File: src/sv/assert_macros.svh
// Assertion macros shared by the guillotine waste RTL.
// Uses clk and arst_n of the including module; define NO_ASSERTIONS to drop them.
`ifndef ASSERT_MACROS_SVH
`define ASSERT_MACROS_SVH
`ifndef NO_ASSERTIONS
`define GMW_ASSERT(lbl, prop, msg) \
	lbl: assert property (@(posedge clk) disable iff (!arst_n) prop) else $error(msg);
`define GMW_ASSERT_NEVER(lbl, expr, msg) \
	lbl: assert property (@(posedge clk) disable iff (!arst_n) !(expr)) else $error(msg);
`else
`define GMW_ASSERT(lbl, prop, msg)
`define GMW_ASSERT_NEVER(lbl, expr, msg)
`endif
`endif

File: src/sv/gmw_pkg.sv
// Shared constants and control structs for the guillotine waste block.
// No dependencies.
`timescale 1ns / 1ps
package gmw_pkg;
	localparam int MAX_DIM_DEF = 64;
	localparam int SIZE_W      = 7;
	localparam int WASTE_W     = 13;
	localparam logic [WASTE_W-1:0] WASTE_MAX = 13'd8191;
	localparam int IN_TDATA_W  = 16;
	localparam int OUT_TDATA_W = 16;

	localparam logic MODE_WRITE = 1'b0;
	localparam logic MODE_QUERY = 1'b1;

	typedef struct packed {
		logic rd_en;
		logic wr_en;
		logic wr_bit;
	} gmw_pmap_ctl_t;

	typedef struct packed {
		logic rd_en;
		logic wr_en;
	} gmw_wtab_ctl_t;

	typedef struct packed {
		logic valid;
		logic is_answer;
	} gmw_res_t;
endpackage

File: src/sv/gmw_ctrl.sv
// Sequencer for the bottom-up waste fill: walks cells, scans cuts, writes back.
// Depends on gmw_pkg and assert_macros.svh.
`timescale 1ns / 1ps
`include "assert_macros.svh"
module gmw_ctrl import gmw_pkg::*; #(
	parameter int MAX_DIM = MAX_DIM_DEF,
	parameter int DW = 7,
	parameter int IW = 6,
	parameter int AW = 12,
	parameter int VW = 13
) (
	input  logic                clk,
	input  logic                arst_n,
	input  logic                in_valid,
	output logic                in_ready,
	input  logic                in_mode,
	input  logic [SIZE_W-1:0]   in_width,
	input  logic [SIZE_W-1:0]   in_length,
	input  logic                in_allowed,
	input  logic                clr_busy,
	output gmw_pmap_ctl_t       pm_ctl,
	output logic [AW-1:0]       pm_wr_addr,
	output logic [AW-1:0]       pm_rd_addr,
	input  logic                pm_rd_bit,
	output gmw_wtab_ctl_t       wt_ctl,
	output logic [AW-1:0]       wt_wr_addr,
	output logic [VW-1:0]       wt_wr_data,
	output logic [AW-1:0]       wt_rd_addr_a,
	output logic [AW-1:0]       wt_rd_addr_b,
	input  logic [VW-1:0]       wt_rd_data_a,
	input  logic [VW-1:0]       wt_rd_data_b,
	output gmw_res_t            res,
	output logic [VW-1:0]       res_waste,
	input  logic                res_ready
);
	localparam int CW = (DW > SIZE_W) ? DW : SIZE_W;

	typedef enum logic [6:0] {
		S_IDLE  = 7'b0000001,
		S_CELL  = 7'b0000010,
		S_CHECK = 7'b0000100,
		S_CUT   = 7'b0001000,
		S_DRAIN = 7'b0010000,
		S_WRITE = 7'b0100000,
		S_DONE  = 7'b1000000
	} gmw_state_t;

	gmw_state_t    state_q;
	logic [DW-1:0] w_q, l_q, wq_q, lq_q, k_q;
	logic          cut_len_q;
	logic          ans_q;
	logic          rd_v_s1;
	logic [VW-1:0] best_q, area_q;

	logic [CW-1:0] w_ext, l_ext;
	logic [DW-1:0] w_sat, l_sat, half_w, half_l;
	logic          wr_in_range;
	logic [VW:0]   sum;
	logic          accept;

	function automatic logic [AW-1:0] cell_addr(input logic [DW-1:0] w, input logic [DW-1:0] l);
		logic [DW-1:0] wm, lm;
		wm = w - DW'(1);
		lm = l - DW'(1);
		return {wm[IW-1:0], lm[IW-1:0]};
	endfunction

	assign w_ext = CW'(in_width);
	assign l_ext = CW'(in_length);
	assign w_sat = (w_ext > CW'(MAX_DIM)) ? DW'(MAX_DIM) : DW'(w_ext);
	assign l_sat = (l_ext > CW'(MAX_DIM)) ? DW'(MAX_DIM) : DW'(l_ext);
	assign wr_in_range = (w_ext != '0) && (l_ext != '0) &&
		(w_ext <= CW'(MAX_DIM)) && (l_ext <= CW'(MAX_DIM));

	assign half_w = w_q >> 1;
	assign half_l = l_q >> 1;
	assign sum    = {1'b0, wt_rd_data_a} + {1'b0, wt_rd_data_b};

	assign in_ready = (state_q == S_IDLE) && !clr_busy;
	assign accept   = in_valid && in_ready;

	// piece map: user writes at accept, DP read at cell start
	assign pm_ctl.wr_en  = accept && (in_mode == MODE_WRITE) && wr_in_range;
	assign pm_ctl.wr_bit = in_allowed;
	assign pm_ctl.rd_en  = (state_q == S_CELL);
	assign pm_wr_addr    = cell_addr(w_sat, l_sat);
	assign pm_rd_addr    = cell_addr(w_q, l_q);

	// cut reads: across width (w-k,l)+(k,l), across length (w,l-k)+(w,k)
	assign wt_ctl.rd_en  = (state_q == S_CUT);
	assign wt_ctl.wr_en  = (state_q == S_WRITE);
	assign wt_rd_addr_a  = cut_len_q ? cell_addr(w_q, l_q - k_q) : cell_addr(w_q - k_q, l_q);
	assign wt_rd_addr_b  = cut_len_q ? cell_addr(w_q, k_q) : cell_addr(k_q, l_q);
	assign wt_wr_addr    = cell_addr(w_q, l_q);
	assign wt_wr_data    = best_q;

	assign res.valid     = (state_q == S_DONE);
	assign res.is_answer = ans_q;
	assign res_waste     = best_q;

	always_ff @(posedge clk or negedge arst_n) begin
		if (!arst_n) begin
			state_q   <= S_IDLE;
			rd_v_s1   <= 1'b0;
			w_q       <= '0;
			l_q       <= '0;
			wq_q      <= '0;
			lq_q      <= '0;
			k_q       <= '0;
			cut_len_q <= 1'b0;
			ans_q     <= 1'b0;
		end else begin
			rd_v_s1 <= (state_q == S_CUT);
			case (state_q)
				S_IDLE: begin
					if (accept) begin
						ans_q <= (in_mode == MODE_QUERY);
						wq_q  <= w_sat;
						lq_q  <= l_sat;
						w_q   <= DW'(1);
						l_q   <= DW'(1);
						if (in_mode == MODE_QUERY && w_sat != '0 && l_sat != '0)
							state_q <= S_CELL;
						else
							state_q <= S_DONE;
					end
				end
				S_CELL: state_q <= S_CHECK;
				S_CHECK: begin
					k_q <= DW'(1);
					cut_len_q <= (half_w == '0);
					if (pm_rd_bit || (half_w == '0 && half_l == '0))
						state_q <= S_WRITE;
					else
						state_q <= S_CUT;
				end
				S_CUT: begin
					if (!cut_len_q && k_q == half_w) begin
						if (half_l != '0) begin
							cut_len_q <= 1'b1;
							k_q       <= DW'(1);
						end else begin
							state_q <= S_DRAIN;
						end
					end else if (cut_len_q && k_q == half_l) begin
						state_q <= S_DRAIN;
					end else begin
						k_q <= k_q + 1'b1;
					end
				end
				S_DRAIN: state_q <= S_WRITE;
				S_WRITE: begin
					if (l_q == lq_q) begin
						l_q <= DW'(1);
						if (w_q == wq_q)
							state_q <= S_DONE;
						else begin
							w_q     <= w_q + 1'b1;
							state_q <= S_CELL;
						end
					end else begin
						l_q     <= l_q + 1'b1;
						state_q <= S_CELL;
					end
				end
				S_DONE: begin
					if (res_ready)
						state_q <= S_IDLE;
				end
				default: state_q <= S_IDLE;
			endcase
		end
	end

	// datapath: area, running minimum
	always_ff @(posedge clk) begin
		if (state_q == S_CELL)
			area_q <= VW'(w_q) * VW'(l_q);
		if (accept)
			best_q <= '0;
		else if (state_q == S_CHECK)
			best_q <= pm_rd_bit ? '0 : area_q;
		else if (rd_v_s1 && (sum < {1'b0, best_q}))
			best_q <= best_q - VW'({1'b0, best_q} - sum);
	end

	`GMW_ASSERT_NEVER(a_wt_rw_excl, wt_ctl.wr_en && wt_ctl.rd_en, "table write overlaps cut read")
	`GMW_ASSERT(a_best_falls, rd_v_s1 |=> best_q <= $past(best_q), "running minimum rose")
	`GMW_ASSERT(a_write_ack_zero, res.valid && !res.is_answer |-> best_q == '0,
		"write acknowledge with nonzero waste")
	`GMW_ASSERT(a_cut_range, state_q == S_CUT && !cut_len_q |-> k_q != '0 && k_q <= half_w,
		"cut position out of range")
endmodule

File: config.mk
export PLATFORM = sky130hd
export DESIGN_NAME = gmw_ctrl
export DESIGN_NICKNAME = d
export VERILOG_FILES = /design/src/sv/gmw_pkg.sv /design/src/sv/gmw_ctrl.sv
export VERILOG_INCLUDE_DIRS = /design/src /design/src/sv
export SDC_FILE = /design/constraint.sdc
export NUM_CORES = 1
export LEC_CHECK = 0
export ABC_AREA = 1
export BUFFER_PORTS_ARGS = -buffer_cell sky130_fd_sc_hd__buf_2
export CORE_ASPECT_RATIO = 1.1
export CORE_MARGIN = 3
export CORE_UTILIZATION = 58
export DETAILED_ROUTE_END_ITERATION = 12
export HOLD_SLACK_MARGIN = 0.06
export MAX_ROUTING_LAYER = met4
export PLACE_DENSITY = 0.83
export SETUP_SLACK_MARGIN = 0.05
export SLEW_MARGIN = 20
export SYNTH_ARGS = -nofsm -noshare
export SYNTH_HDL_FRONTEND = slang
export SYNTH_SLANG_ARGS = --single-unit
export TNS_END_PERCENT = 50
File: constraint.sdc
create_clock -name clk -period 5.75 [get_ports clk]
set_input_delay 0.2875 -clock clk [delete_from_list [all_inputs] [get_ports clk]]
set_output_delay 0.2875 -clock clk [all_outputs]
set_load 0.005 [all_outputs]
==> results.cfg, run 1 <==
[run_status]
run_status = complete, no violations

[timing]
fin_crit_ns = 4.696
fin_tns_setup_ns = 0
fmax_mhz = 212.9
grt_setup_unrepaired = false
worst_pin_slew_ns = 0.8412
relSlewSlack_pct = 43.49
post-route-period-util_pct = 81.67
finClkSkew_ns = 0.006631
slew_viol_final = 0
setup_viol = 0
hold_viol = 0

[route]
dr.pass1.iters = 5
ant_nets = 0
drc = 0
first_iter_violations = 437
vias = 7505
routed_wirelength_um = 20750
via_per_inst = 5.446
wl_per_cell_um = 15.06

[die]
die_width_um = 117.2
dieArea_mm2 = 0.01503
core_mm2 = 0.01327
std_cell_rows = 44
initial_utilization_pct = 59.41
die_h_um = 128.3
ioPinCount = 142

[synth]
async_flop_share_pct = 63.38
synth-edff-count = 13
syn-cell-area_mm2 = 0.007883
ys_ff_latch = 71
yosysTopAreaCell = dfrtp_1
synth-seq-area-share_pct = 22.56
synthTopCellsByArea = dfrtp_1 (14%), ha_1 (14%), nand2_1 (12%), inv_1 (8.7%), fa_1 (6.6%)
syn_nets = 1249
yosysTopAreaCellShare_pct = 13.97
synth_cell_types = 55
synthCells = 1087
yosysWarnings = 0
synth_ff_type = dfrtp_1
avgSynthCellArea_um2 = 7.252

[final_layout]
fin_util_pct = 67.06
fin_nets = 1351
multi_input_area_mm2 = 0.005072
antennaDiodeCount = 0
layout-drive-gt1-share_pct = 15.91
stdcell_area_mm2 = 0.008897
final_common_cell = nand2_1
layout_common_cells = nand2_1 (258), inv_1 (183), buf_2 (138), ha_1 (88), o21ai_0 (72)
synthToLayoutAreaGrowth_pct = 12.87
n_fill_cell = 1163
seqCellArea_mm2 = 0.001778

[clocking]
cts_buffer_depth = 2
cts_tree = built
cts.sinks = 71
clk_pin_slew_ns = 0.06
numCtsBuffers = 9
htreeDepth = 3
clock_latency_ns = 0.35
root_buffer = clkbuf_16
ctsResizeCount = 0

[power_and_ir_drop]
internal_power_mw = 1.876
power_frac_seq_pct = 23.2
power_switching_mw = 1.606
p_sw_share_pct = 46.13
power.total_mw = 3.482
p_leak_nw = 5.090
pwr-share-clk_pct = 18.9
p_per_area_mw_per_mm2 = 391.4
ir_worst_vdd_v = 0.0003095
power_frac_comb_pct = 57.9

[worst_setup_path]
reg2reg_depth = 24
critPathKind = reg2reg
cp-end-kind = flop
r2r_start = w_q[3]
r2r-end = area_q[12]
worstPathRequired_ns = 5.86
startpoint_type = flop
crit_fanout = 13
crit_arrival_ns = 4.80
cp-startpoint = w_q[3]
rrSetupSlack_ns = 1.05

[global_routing]
grt_pass1_wl_um = 33490
grt.busiest_layer = met2
grt.overflow.total = 0
met2_usage_pct = 48.30
met1_usage_pct = 33.22
antenna_found_initial = 0
track_usage_pct = 28.90
grt_use_met3_pct = 4.627
grt_max_degree = 46
grt_pass1_vias = 7208

[worst_hold_path]
min_path_cells = 4
holdCritPathClass = in2reg
min_from = res_ready
min_to = state_q[6]

[place]
place_congestion = 1.033
io_buffers = 139
dpl_cell_area_mm2 = 0.008537
dp_hpwl_um = 16420

[flow_run]
cap_violations = 0
==> final cells by class <==
class | instances | area share [%]
clock inverters | 6 | 1.097
multi-input cells | 771 | 57.01
flip-flops and latches | 71 | 19.98
well taps | 184 | 2.588
inverters | 190 | 8.044
clock buffers | 10 | 2.813
repair buffers | 146 | 8.466
==> per-layer routing <==
layer	vias to the layer above	routed length (µm)
li1	3665	-
met1	3483	8134
met2	287	10350
met3	70	1276
met4	0	991
met5	-	0
==> worst max path at each step <==
stage,end,slack (ns),cells past startpoint
global route,area_q[12],0.76,24
global placement,area_q[12],1.18,24
detailed placement,area_q[12],1.07,24
floorplan,area_q[12],1.20,23
CTS,area_q[12],1.06,24
finish,area_q[12],1.05,24
==> Yosys cell counts, types with 2 or more instances <==
library cell and n:
ha_1 88, o21a_1 5, o31ai_1 6, a22o_1 2
nor4_4 3, buf_1 3, nor3_1 19, buf_2 3
o22ai_1 5, nand2_1 258, a31oi_1 6, nand2_4 2
inv_1 183, xnor2_1 25, dfxtp_1 13, o21bai_1 5
a32o_1 2, nor2_4 2, nor3b_1 2, nand3_1 46
inv_2 4, nor2_1 51, nand2_2 3, nand4_1 10
and3_1 2, clkbuf_1 20, o21ai_0 72, xor2_1 50
edfxtp_1 13, dfrtp_1 44, or2_2 4, clkinv_1 2
fa_1 26, nor4_1 9, nor2_2 4, a21oi_1 49
buf_4 28
==> power by group through the flow <==
| stage | clock network, mW | registers (mW) | logic [mW] |
|---|---|---|---|
| floorplan | 0 | 0.747 | 1.43 |
| global placement | 0 | 0.808 | 1.95 |
| detailed placement | 0 | 0.813 | 1.98 |
| CTS | 0.663 | 0.805 | 2.01 |
| global route | 0.683 | 0.825 | 2.28 |
| finish | 0.657 | 0.808 | 2.02 |
==> repair_timing <==
item | in CTS | in global routing
hold endpoints to repair | 0 | 44
endpoints found under the setup margin | 0 | 0
buffers inserted | 0 | 0
hold buffers | 0 | 1
==> logic make-up (layout without fill, tap and decap cells) <==
kind of cell / count (synthesis) / in the layout / share of synthesized area, %
flip-flops: 71 / 71 / 22.56
AND/OR/NAND/NOR: 422 / 422 / 24.03
buffers and inverters: 245 / 352 / 13.17
XOR/XNOR: 75 / 75 / 8.333
adder cells (fa/ha/maj): 114 / 114 / 20.57
AO/OA/AOI/OAI: 160 / 160 / 11.33
==> flip-flops by register name, summed over array words and instances, names as in the netlist <==
| register | count |
|---|---|
| l_q | 7 |
| ans_q | 1 |
| wq_q | 7 |
| rd_v_s1 | 1 |
| lq_q | 7 |
| area_q | 13 |
| res_waste | 13 |
| cut_len_q | 1 |
| state_q | 7 |
| w_q | 7 |
| k_q | 7 |
==> through the flow <==
step                hold WS [ns]  setup slack, ns  instances
finish                    0.2046            1.054       1378
CTS                       0.1619            1.059       1377
global placement          0.4628            1.184       1361
floorplan              -0.008091            1.198       1087
global route              0.2194           0.7570       1378
detailed placement        0.4961            1.070       1361
==> critical path, cell delays in order (launching register included) <==
cell	delay, ns
dfrtp_1	0.57
nand2_1	0.15
inv_1	0.06
fa_1	0.53
inv_1	0.05
fa_1	0.48
inv_1	0.05
fa_1	0.53
inv_1	0.06
fa_1	0.53
inv_1	0.04
ha_1	0.33
nand2_1	0.08
inv_1	0.05
nand2_1	0.05
and3_1	0.19
inv_1	0.05
a21oi_1	0.13
o21bai_1	0.10
nand2_1	0.07
nand2_1	0.05
a21oi_1	0.15
inv_1	0.06
nand2_1	0.05
nand2_1	0.04
No activity file was read; power rests on OpenSTA's default activity.
==> run 2, diff against run 1 <==
--- a/config.mk
+++ b/config.mk
@@ -10,11 +10,11 @@
 export BUFFER_PORTS_ARGS = -buffer_cell sky130_fd_sc_hd__buf_2
 export CORE_ASPECT_RATIO = 1.1
 export CORE_MARGIN = 3
-export CORE_UTILIZATION = 58
+export CORE_UTILIZATION = 52
 export DETAILED_ROUTE_END_ITERATION = 12
 export HOLD_SLACK_MARGIN = 0.06
 export MAX_ROUTING_LAYER = met4
-export PLACE_DENSITY = 0.83
+export PLACE_DENSITY = 0.78
 export SETUP_SLACK_MARGIN = 0.05
 export SLEW_MARGIN = 20
 export SYNTH_ARGS = -nofsm -noshare
==> constraint.sdc (replaced) <==
create_clock -name clk -period 4.3 [get_ports clk]
set_input_delay 0.215 -clock clk [delete_from_list [all_inputs] [get_ports clk]]
set_output_delay 0.215 -clock clk [all_outputs]
set_load 0.005 [all_outputs]
==> run 2 against run 1 <==
  * Flip-flop and latch count stayed put
  * Total power is 32% higher
  * Via count is 0.84% lower
  * Setup slack worse by 1.0 ns
  * Worst hold slack worse by 0.070 ns
  * Die area is 11% higher
  * Final cell count is 2.2% higher
  * Sequential power is 31% higher
  * Sequential share of layout area is 0.38 points lower
  * Critical path type unchanged
==> results.cfg, run 2 (synthesized netlist as in run 1, its figures left out) <==
[run_status]
run_status = complete, no violations

[power_and_ir_drop]
power_switching_mw = 2.092
power_frac_seq_pct = 23.1
internal_power_mw = 2.510
p_sw_share_pct = 45.46
power.total_mw = 4.602
p_per_area_mw_per_mm2 = 506.7
power_frac_comb_pct = 59.2
pwr-share-clk_pct = 17.7
ir_worst_vdd_v = 0.0004345
p_leak_nw = 5.187

[final_layout]
antennaDiodeCount = 0
final_common_cell = nand2_1
fin_util_pct = 62.13
stdcell_area_mm2 = 0.009082
layout-drive-gt1-share_pct = 18.09
layout_common_cells = nand2_1 (258), inv_1 (181), buf_2 (138), ha_1 (86), o21ai_0 (71)
synthToLayoutAreaGrowth_pct = 15.22
n_fill_cell = 1296
fin_cells = 1408
fin_nets = 1373

[worst_hold_path]
min_path_cells = 3
min_to = ans_q
holdCritPathClass = in2reg
min_from = in_mode

[route]
dr.pass1.iters = 5
m1WireLength_um = 8486
ant_nets = 0
first_iter_violations = 500
routed_wirelength_um = 20800
wl_per_cell_um = 14.77
via_per_inst = 5.286
vias = 7442
top_layer_used = met4
drc = 0
route.met2.wl_um = 10590
wl_met3_um = 1244

[worst_setup_path]
cp-end-kind = flop
startpoint_type = flop
r2r-end = area_q[12]
cp_cell_sequence = nand2_1 -> inv_1 -> fa_1 -> inv_2 -> fa_1 -> inv_1 -> fa_1 -> inv_1 -> fa_1 -> inv_2 -> ha_4 -> nand2_1 -> inv_1 -> nand4_1 -> and3_4 -> inv_1 -> a21oi_2 -> o21bai_1 -> nand2_1 -> nand2_1 -> a21oi_2 -> inv_1 -> nand2_1 -> nand2_1
crit_fanout = 5
crit_slowest_cell = fa_1
cpPeakStageDelay_ns = 0.55
worstPathRequired_ns = 4.40
crit_arrival_ns = 4.34
r2r_start = l_q[3]
rrSetupSlack_ns = 0.06
critPathKind = reg2reg
reg2reg_depth = 24

[timing]
hold_slack_ns = 0.1350
slew_viol_final = 0
post-route-period-util_pct = 98.67
setup_viol = 0
finClkSkew_ns = 0.01051
grt_setup_unrepaired = true
relSlewSlack_pct = 47.36
fin_crit_ns = 4.243
worst_pin_slew_ns = 0.7835
hold_viol = 0
fmax_mhz = 235.7

[place]
place_inst = 1387
place_congestion = 0.9425
dp_hpwl_um = 16610
io_buffers = 139
dpl_cell_area_mm2 = 0.008703

[clocking]
cts.sinks = 71
htreeDepth = 3
cts_buffer_depth = 2
numCtsBuffers = 9
root_buffer = clkbuf_16
clk_pin_slew_ns = 0.06
cts_tree = built
clock_latency_ns = 0.34

[global_routing]
grt_pass1_wl_um = 33600
antenna_found_initial = 0
grt.overflow.total = 0
grt_pass1_vias = 7204
track_usage_pct = 25.93
grt_max_degree = 46

[die]
ioPinCount = 142
dieArea_mm2 = 0.01667
core_mm2 = 0.01462
die_width_um = 123.4
die_h_um = 135.1
initial_utilization_pct = 53.92
std_cell_rows = 46

[flow_run]
cap_violations = 0
==> run 2: layout make-up <==
type,count,area (µm²),share of cell area (%)
clock buffer,13,281.5,3.100
inverter,190,715.7,7.880
sequential,71,1780,19.60
tap,192,240.2,2.645
timing repair buffer,168,918.4,10.11
clock inverter,3,46.29,0.5097
multi-input combinational,771,5100,56.15
==> run 2: per-stage QoR <==
step | TNS [ns] | setup WS, ns
after floorplan | 0 | 0.05006
after global placement | 0 | 0.07703
after detailed placement | -0.04422 | -0.04422
after CTS | 0 | 0.06853
after global routing | -0.2308 | -0.1641
final | 0 | 0.05730
==> run 2: worst max-delay path by stage <==
| stage | slack [ns] | cells past startpoint | endpoint | from |
|---|---|---|---|---|
| after floorplan | 0.05 | 26 | area_q[12] | w_q[5] |
| after global placement | 0.08 | 24 | area_q[12] | l_q[3] |
| after detailed placement | -0.04 | 24 | area_q[12] | l_q[3] |
| after CTS | 0.07 | 24 | area_q[12] | l_q[3] |
| after global routing | -0.16 | 24 | area_q[12] | l_q[3] |
| final | 0.06 | 24 | area_q[12] | l_q[3] |
==> run 2: critical path, delay by kind of cell, from the launching register on <==
kind | cells | cell delay (ns)
fa+ha+maj | 5 | 2.19
simple gates | 8 | 0.61
flops | 1 | 0.43
buf+inv | 8 | 0.39
compound gates | 3 | 0.38
==> run 2: power by group through the flow <==
stage / Sequential [mW] / Clock [mW] / Combinational [mW]
after floorplan: 1.00 / 0 / 1.94
after global placement: 1.07 / 0 / 2.66
after detailed placement: 1.07 / 0 / 2.68
after CTS: 1.06 / 0.817 / 2.72
after global routing: 1.09 / 0.842 / 3.08
final: 1.06 / 0.812 / 2.72
==> run 2: what timing repair did <==
| action | CTS | global route |
|---|---|---|
| buffers inserted | 3 | 1 |
| hold endpoints to repair | 0 | 44 |
| gates resized for setup | 2 | 4 |
| hold buffers | 0 | 1 |
| pin swaps | 1 | 5 |
| setup endpoints to repair | 1 | 3 |
==> run 2: metal layers <==
metal / global-route usage [%] / vias up
li1: - / 3700
met1: 29.87 / 3457
met2: 46.66 / 251
met3: 3.216 / 34
met4: 8.062 / 0
met5: - / -
